### src/sv/lbc_pkg.sv
// Shared types and constants of the LRU block cache.
`timescale 1ns / 1ps
package lbc_pkg;

   localparam int unsigned ENTRIES   = 64;
   localparam int unsigned IDX_W     = 6;
   localparam int unsigned RANK_W    = 6;
   localparam int unsigned VCNT_W    = 7;
   localparam int unsigned ACT_W     = 7;
   localparam int unsigned USER_W    = 4;
   localparam int unsigned BLOCK_W   = 31;
   localparam int unsigned MAX_USERS = 16;
   localparam int unsigned NUSR_W    = 5;
   localparam int unsigned CNT_W     = 32;

   typedef enum logic [1:0] {
      CMD_LOOKUP = 2'd0,
      CMD_STORE  = 2'd1,
      CMD_INVAL  = 2'd2,
      CMD_CLEAR  = 2'd3
   } cmd_type;

   typedef enum logic [1:0] {
      KIND_HIT   = 2'd0,
      KIND_MISS  = 2'd1,
      KIND_STORE = 2'd2,
      KIND_DONE  = 2'd3
   } kind_type;

   typedef enum logic [0:0] {
      CSR_ACTIVE_ENTRIES = 1'b0,
      CSR_NUM_USERS      = 1'b1
   } csr_index_type;

   typedef enum logic [3:0] {
      ST_IDLE   = 4'b0001,
      ST_PROBE  = 4'b0010,
      ST_SWORD  = 4'b0100,
      ST_STREAM = 4'b1000
   } state_type;

   // Search record that travels down the row of cells, one cell per cycle.
   typedef struct packed {
      logic               vld;
      logic [USER_W-1:0]  user;
      logic [BLOCK_W-1:0] block;
      logic               hit;
      logic [IDX_W-1:0]   hit_idx;
      logic [RANK_W-1:0]  hit_rank;
      logic               free;
      logic [IDX_W-1:0]   free_idx;
      logic [RANK_W-1:0]  min_rank;
      logic [IDX_W-1:0]   min_idx;
      logic [VCNT_W-1:0]  vcnt;
   } probe_type;

   // Update broadcast to every cell in the same cycle.
   typedef struct packed {
      logic               clear_all;
      logic               gap_en;
      logic [RANK_W-1:0]  gap_rank;
      logic [IDX_W-1:0]   gap_skip;
      logic               wr_en;
      logic               wr_valid;
      logic [RANK_W-1:0]  wr_rank;
      logic               tag_en;
      logic [IDX_W-1:0]   idx;
      logic [USER_W-1:0]  user;
      logic [BLOCK_W-1:0] block;
   } upd_type;

endpackage

### src/sv/lbc_cell.sv
// One cache entry: tag, valid bit and recency rank, plus one stage of the search chain.
`timescale 1ns / 1ps
module lbc_cell import lbc_pkg::*; #(
   parameter int unsigned CELL_IDX = 0
) (
   input  logic              clock,
   input  logic              reset,
   input  logic [ACT_W-1:0]  active_entries,
   input  upd_type           upd,
   input  probe_type         probe_in,
   output probe_type         probe_out
);

   localparam logic [IDX_W-1:0] MY_IDX = IDX_W'(CELL_IDX);

   logic               valid_ff, valid_in;
   logic [USER_W-1:0]  user_ff, user_in;
   logic [BLOCK_W-1:0] block_ff, block_in;
   logic [RANK_W-1:0]  rank_ff, rank_in;
   probe_type          probe_ff, probe_in_nx;
   logic               act;
   logic               match;

   assign act   = ACT_W'(CELL_IDX) < active_entries;
   assign match = valid_ff && (user_ff == probe_in.user) && (block_ff == probe_in.block);

   always_comb begin
      valid_in = valid_ff;
      user_in  = user_ff;
      block_in = block_ff;
      rank_in  = rank_ff;
      if (upd.clear_all) begin
         valid_in = 1'b0;
         user_in  = '0;
         block_in = '0;
         rank_in  = '0;
      end else begin
         if (upd.gap_en && (upd.gap_skip != MY_IDX) && valid_ff && act &&
             (rank_ff > upd.gap_rank)) begin
            rank_in = rank_ff - 1'b1;
         end
         if (upd.wr_en && (upd.idx == MY_IDX)) begin
            valid_in = upd.wr_valid;
            rank_in  = upd.wr_rank;
         end
         if (upd.tag_en && (upd.idx == MY_IDX)) begin
            user_in  = upd.user;
            block_in = upd.block;
         end
      end
   end

   // The record picks up this entry's contribution as it passes.
   always_comb begin
      probe_in_nx = probe_in;
      if (probe_in.vld && act) begin
         if (valid_ff) begin
            probe_in_nx.vcnt = probe_in.vcnt + 1'b1;
         end
         if (match && !probe_in.hit) begin
            probe_in_nx.hit      = 1'b1;
            probe_in_nx.hit_idx  = MY_IDX;
            probe_in_nx.hit_rank = rank_ff;
         end
         if (!valid_ff && !probe_in.free) begin
            probe_in_nx.free     = 1'b1;
            probe_in_nx.free_idx = MY_IDX;
         end
         if (rank_ff < probe_in.min_rank) begin
            probe_in_nx.min_rank = rank_ff;
            probe_in_nx.min_idx  = MY_IDX;
         end
      end
   end

   always_ff @(posedge clock) begin
      if (reset) begin
         valid_ff     <= 1'b0;
         user_ff      <= '0;
         block_ff     <= '0;
         rank_ff      <= '0;
         probe_ff.vld <= 1'b0;
      end else begin
         valid_ff     <= valid_in;
         user_ff      <= user_in;
         block_ff     <= block_in;
         rank_ff      <= rank_in;
         probe_ff.vld <= probe_in_nx.vld;
      end
      probe_ff.user     <= probe_in_nx.user;
      probe_ff.block    <= probe_in_nx.block;
      probe_ff.hit      <= probe_in_nx.hit;
      probe_ff.hit_idx  <= probe_in_nx.hit_idx;
      probe_ff.hit_rank <= probe_in_nx.hit_rank;
      probe_ff.free     <= probe_in_nx.free;
      probe_ff.free_idx <= probe_in_nx.free_idx;
      probe_ff.min_rank <= probe_in_nx.min_rank;
      probe_ff.min_idx  <= probe_in_nx.min_idx;
      probe_ff.vcnt     <= probe_in_nx.vcnt;
   end

   assign probe_out = probe_ff;

endmodule

### config.mk
export PLATFORM = sky130hd
export DESIGN_NAME = lbc_cell
export DESIGN_NICKNAME = d
export VERILOG_FILES = /design/src/sv/lbc_pkg.sv /design/src/sv/lbc_cell.sv
export SDC_FILE = /design/constraint.sdc
export NUM_CORES = 1
export LEC_CHECK = 0
export ABC_AREA = 1
export BUFFER_PORTS_ARGS = -buffer_cell sky130_fd_sc_hd__buf_2
export CAP_MARGIN = 20
export CORE_UTILIZATION = 47
export CTS_BUF_LIST = sky130_fd_sc_hd__clkbuf_4 sky130_fd_sc_hd__clkbuf_8
export DETAILED_ROUTE_END_ITERATION = 8
export HOLD_SLACK_MARGIN = 0.05
export PLACE_DENSITY = 0.82
export SLEW_MARGIN = 20
export SYNTH_ARGS = -nofsm -noshare
export SYNTH_HDL_FRONTEND = slang
export SYNTH_SLANG_ARGS = --single-unit
### constraint.sdc
create_clock -name clock -period 1.85 [get_ports clock]
set_clock_uncertainty 0.05 [all_clocks]
set_input_delay 0.185 -clock clock [delete_from_list [all_inputs] [get_ports clock]]
set_output_delay 0.185 -clock clock [all_outputs]
set_load 0.005 [all_outputs]
# Word-level counts from Yosys, hierarchy flattened
# Cells that the tools add are included.
dict set report op_classes {
  muxes 7
  n_eq_ne 2
  n_reduce_logical 18
  n_addsub 2
  order_cmp 3
}
# cell count
set ops {}
lappend ops {{2-to-1 mux 39 bit} 1}
lappend ops {{equality test 31 bit} 1}
lappend ops {{2-to-1 mux 7 bit} 2}
lappend ops {{2-to-1 mux 13 bit} 1}
lappend ops {{2-to-1 mux 12 bit} 1}
lappend ops {{2-to-1 mux 6 bit} 2}
lappend ops {{logical AND 1 bit} 11}
lappend ops {{adder 7 x 1 -> 7 bit, second input constant} 1}
lappend ops {{< comparator 1 x 7 -> 1 bit, first input constant} 1}
lappend ops {{greater-than comparator 6 bit} 1}
lappend ops {{zero test 6 bit} 1}
lappend ops {{< comparator 6 bit} 1}
lappend ops {{nonzero test 6 bit} 1}
lappend ops {{subtractor 6 x 1 -> 6 bit, second input constant} 1}
lappend ops {{equality test 4 bit} 1}
lappend ops {{zero test 1 bit} 3}
lappend ops {{nonzero test 2 bit} 1}
lappend ops {{OR reduction 2 bit} 1}
dict set report totals {
  ff_bits 117
  input_bits 148
  output_inout_bits 75
}

# Depth between registers and ports, before layout
dict set report logic_depth {
  depth_word 7
  ltp_mapped 11
}

# Worst setup path before layout
# Ideal clock, no wire load.
dict set report synth_path {
  path_type {register to register}
  start {register rank_ff[5]}
  end {register rank_ff[1]}
  required_time_ns 1.684
  setup_slack_ns 0.300
  t_arrival_ns 1.384
  path_buffers 0
  setup_ns 0.116
  path_stages_with_launch 11
  path_cell_list {dfxtp_1 -> ha_1 -> nand2_1 -> nor2_1 -> o21ai_0 -> nand3_1 -> nand3_1 -> nand2_1 -> inv_1 -> nor2_1 -> nor2_1}
}
dict set report synth_via {
  elab_chain_cells 3
}
# element line
set synth_lines {}
lappend synth_lines {{from (decl)} lbc_cell.sv:19} ;# logic [RANK_W-1:0] rank_ff, rank_in;
lappend synth_lines {{from (signal assigned)} lbc_cell.sv:87} ;# rank_ff <= rank_in;
lappend synth_lines {{greater-than comparator 6 bit} lbc_cell.sv:39} ;# (rank_ff > upd.gap_rank)) begin
lappend synth_lines {{logical AND 1 bit} lbc_cell.sv:38} ;# if (upd.gap_en && (upd.gap_skip != MY_IDX) && valid_ff && act &&
lappend synth_lines {{nonzero test 2 bit (no line)} --}
# No other way between the ends.
# A chain may end at the register's enable or synchronous reset.

==> qor.txt <==
DR iter-0 viols: 231
Grt total ovfl: 0
Crit-path most repeated cell: nor2_1
CTS root buffer: clkbuf_8
Crit Path Class: input port to flip-flop
Synthesized area: 0.00452 mm²
First-pass GRT wire length: 24700 µm
Clock transition at path regs: 70 ps
Detailed placement HPWL: 9220 µm
Final worst path period share: 99.7%
Clk sinks: 117
Worst Max-Slew Pin Slew: 463 ps
Met3 Routed Length: 1170 µm
Fill count: 564
Die height: 100 µm
Gpl congestion: 0.849
Die Wd: 100 µm
Critical-path cell list: buf_2 -> nor2_1 -> nand2_1 -> nor2_1 -> nor2_1 -> nand2_2 -> nor2_1 -> nand3_1 -> xnor2_1 -> dlygate4sd3_1
CORE AREA: 0.00928 mm²
Worst min-delay path endpoint: rank_ff[2]$_SDFFE_PP0P_
Total vias in the final route: 5339
Endpoint class of the critical path: flip-flop
CP peak stage delay: 590 ps
Worst path bufs/invs: 2
LEAKAGE: 0.00372 µW
Outcome: finished, final reports clean
Crit-path slowest cell: dlygate4sd3_1
GR Util All Layers: 32.2%
Mapped Cells: 585
Setup WS pre-CTS: 6.88 ps
Worst EP arrival: 2090 ps
Skew-Pair Late Insertion Delay: 430 ps
Initial Util: 48.7%
Cts bufs inserted: 17
Routed len/inst: 15.1 µm
Number of synthesized register bits: 117
DRC viols: 0
Tot Pwr: 5840 µW
Area Growth Syn to Fin: 64.6%
Hold depth: 5
Final Setup Violations: 0
Final wirelength: 16400 µm
FF-to-FF path depth: 5
Layout net count: 1101
Pwr Density: 785 mW/mm²
Synthesis Warnings: 0
Final hold violations: 0
Critical Path Start Type: input port
Required time worst endpoint: 2100 ps
Mapped Nets: 746
I/O pins: 223
Met2 wire len: 8620 µm
Crit-path leading delay family: simple AND/OR/NAND/NOR gates
Post-layout minimum cycle time: 1840 ps
CTS tree: yes
Vias per cell: 4.93
Met1 Wirelength: 5730 µm
Final ANT Viol Nets: 0
Syn avg cell area: 7.72 µm²
CP Max Fanout: 4
Peak supply drop: 0.000536 V
Max-slew violation count: 0
Maxcap violations: 0
Port buffer count: 222
Initial antenna violation count: 2
Rel. slew slack: 69.0%
DRT Pass-1 Iters: 4
R2R Setup Slk: 40 ps
Vias in the first global route: 5473
Capturing point of the worst reg2reg path: probe_out[5]$_DFF_P_
Post-layout worst setup margin: 5.66 ps
H-tree Lvls: 4
Worst Hold Class: input port to flip-flop
Top routing layer in use: met4
Largest net degree at the start of global routing: 54
CTS Buffer Depth: 2
Row Count: 35
Post-synthesis cell type count: 27
Beginning of the worst register-to-register path: valid_ff$_SDFFE_PP0P_
Highest clock rate: 542 MHz
Full die area: 0.0100 mm²
Hold Crit Start: upd[44]
Part of the Yosys area used for sequential elements: 51.8%
Ratio of cells with drive above 1 in the final layout: 30.7%
==> state kept, by name, indices dropped and copies added, names as in the netlist <==
signal and cells:
probe_out 75, block_ff 31, rank_ff 6, user_ff 4, valid_ff 1
==> per-stage QoR <==
step | util, % | std cells | hold WS, ps | setup TNS [ps] | area (µm²)
after global routing | 80.1 | 1084 | 92.3 | -5.33 | 7430
after CTS | 79.7 | 1080 | 60.8 | 0 | 7400
after detailed placement | 62.9 | 935 | 256 | 0 | 5840
final | 80.1 | 1084 | 76.6 | 0 | 7430
after floorplan | - | 585 | 163 | 0 | 4520
after global placement | 62.9 | 935 | 257 | 0 | 5840
==> synth_stat cells <==
master / instances / area, µm²
a211oi_1: 1 / 7.51
clkbuf_1: 8 / 30.0
a21boi_0: 1 / 7.51
a21oi_1: 20 / 100
xor2_1: 7 / 61.3
nor2_4: 1 / 11.3
buf_1: 1 / 3.75
nand3_1: 10 / 50.1
inv_4: 1 / 6.26
o21bai_1: 2 / 15.0
clkinv_1: 1 / 3.75
ha_1: 13 / 163
inv_1: 81 / 304
nor2_1: 109 / 409
xnor2_1: 13 / 114
nor3_2: 1 / 10.0
nor2_2: 7 / 43.8
dfxtp_1: 117 / 2340
nand2_1: 114 / 428
buf_2: 2 / 10.0
or2_2: 2 / 12.5
nand3_4: 1 / 17.5
o21ai_0: 57 / 285
nand4_1: 9 / 56.3
nand2_2: 1 / 6.26
inv_2: 4 / 15.0
nor3_1: 1 / 5.00
==> what timing repair did <==
item / CTS / global route
resized for setup: 1 / 8
pin swaps: 0 / 3
hold endpoints to repair: 111 / 0
buffers inserted: 0 / 2
hold buffers: 113 / 0
endpoints found under the setup margin: 1 / 28
==> kinds of logic (layout without fill, tap and decap cells) <==
family / after synthesis / after routing / share of synthesized area, %
compound gates: 81 / 81 / 9.19
buf+inv: 98 / 466 / 8.25
xor+xnor: 20 / 20 / 3.88
other cells: 0 / 2 / 0
simple gates: 256 / 256 / 23.2
flops: 117 / 117 / 51.8
fa+ha+maj: 13 / 13 / 3.60
==> report_power, final <==
part / switching (µW) / internal [µW]
Combinational: 306 / 406
Clock: 1110 / 1380
Sequential: 28.2 / 2610
Total: 1440 / 4400
==> layout make-up <==
type	count	area (µm²)	area share, %
Inverter	87	332	4.46
Tap cell	129	161	2.17
Timing Repair Buffer	347	2340	31.5
Sequential cell	117	2350	31.6
Clock buffer	18	248	3.33
Clock inverter	14	179	2.41
Antenna cell	2	5.00	0.0673
Multi-Input combinational cell	370	1820	24.5
==> worst max path at each step <==
stage | from | to | slack [ps] | depth (start not counted)
CTS | rank_ff[5]$_SDFFE_PP0P_ | rank_ff[5]$_SDFFE_PP0P_ | 70 | 10
floorplan | rank_ff[5]$_SDFFE_PP0P_ | rank_ff[1]$_SDFFE_PP0P_ | 300 | 10
global placement | rank_ff[5]$_SDFFE_PP0P_ | rank_ff[4]$_SDFFE_PP0P_ | 170 | 10
global route | probe_in[18] | probe_out[18]$_DFF_P_ | -5 | 11
finish | active_entries[5] | probe_out[5]$_DFF_P_ | 6 | 10
detailed placement | rank_ff[5]$_SDFFE_PP0P_ | rank_ff[5]$_SDFFE_PP0P_ | 7 | 10
==> tightest hold or removal path: stages <==
cell and delay [ps]:
buf_2 70, nand2_1 40, nand2_1 80, nor2_1 50, nor2_1 80
==> cell usage in the layout (no fill, tap or decap) <==
| cell type | count |
|---|---|
| xnor2_1 | 13 |
| nor2_1 | 108 |
| nand3_1 | 9 |
| nor3_2 | 1 |
| inv_2 | 5 |
| dfxtp_2 | 4 |
| a21oi_1 | 20 |
| nand4_1 | 9 |
| dlygate4sd3_1 | 113 |
| buf_12 | 1 |
| clkinv_4 | 6 |
| clkinv_2 | 1 |
| clkinv_1 | 1 |
| nor2_4 | 1 |
| inv_1 | 80 |
| ha_1 | 13 |
| clkbuf_8 | 18 |
| nand3_2 | 1 |
| o21bai_1 | 2 |
| nor3_1 | 1 |
| xor2_1 | 7 |
| or2_2 | 2 |
| buf_2 | 222 |
| a21boi_0 | 1 |
| clkinvlp_4 | 3 |
| nand2_1 | 113 |
| bufinv_16 | 3 |
| nor2_2 | 8 |
| buf_4 | 11 |
| nand2_2 | 2 |
| o21ai_0 | 57 |
| dfxtp_1 | 113 |
| inv_6 | 2 |
| diode_2 | 2 |
| nand3_4 | 1 |
| a211oi_2 | 1 |
==> per-layer routing <==
metal	track usage, %	vias up
met5	0	-
met4	21.6	0
met3	8.77	90
met2	59.3	307
li1	-	2515
met1	31.5	2427
No activity file was read; power rests on OpenSTA's default activity.
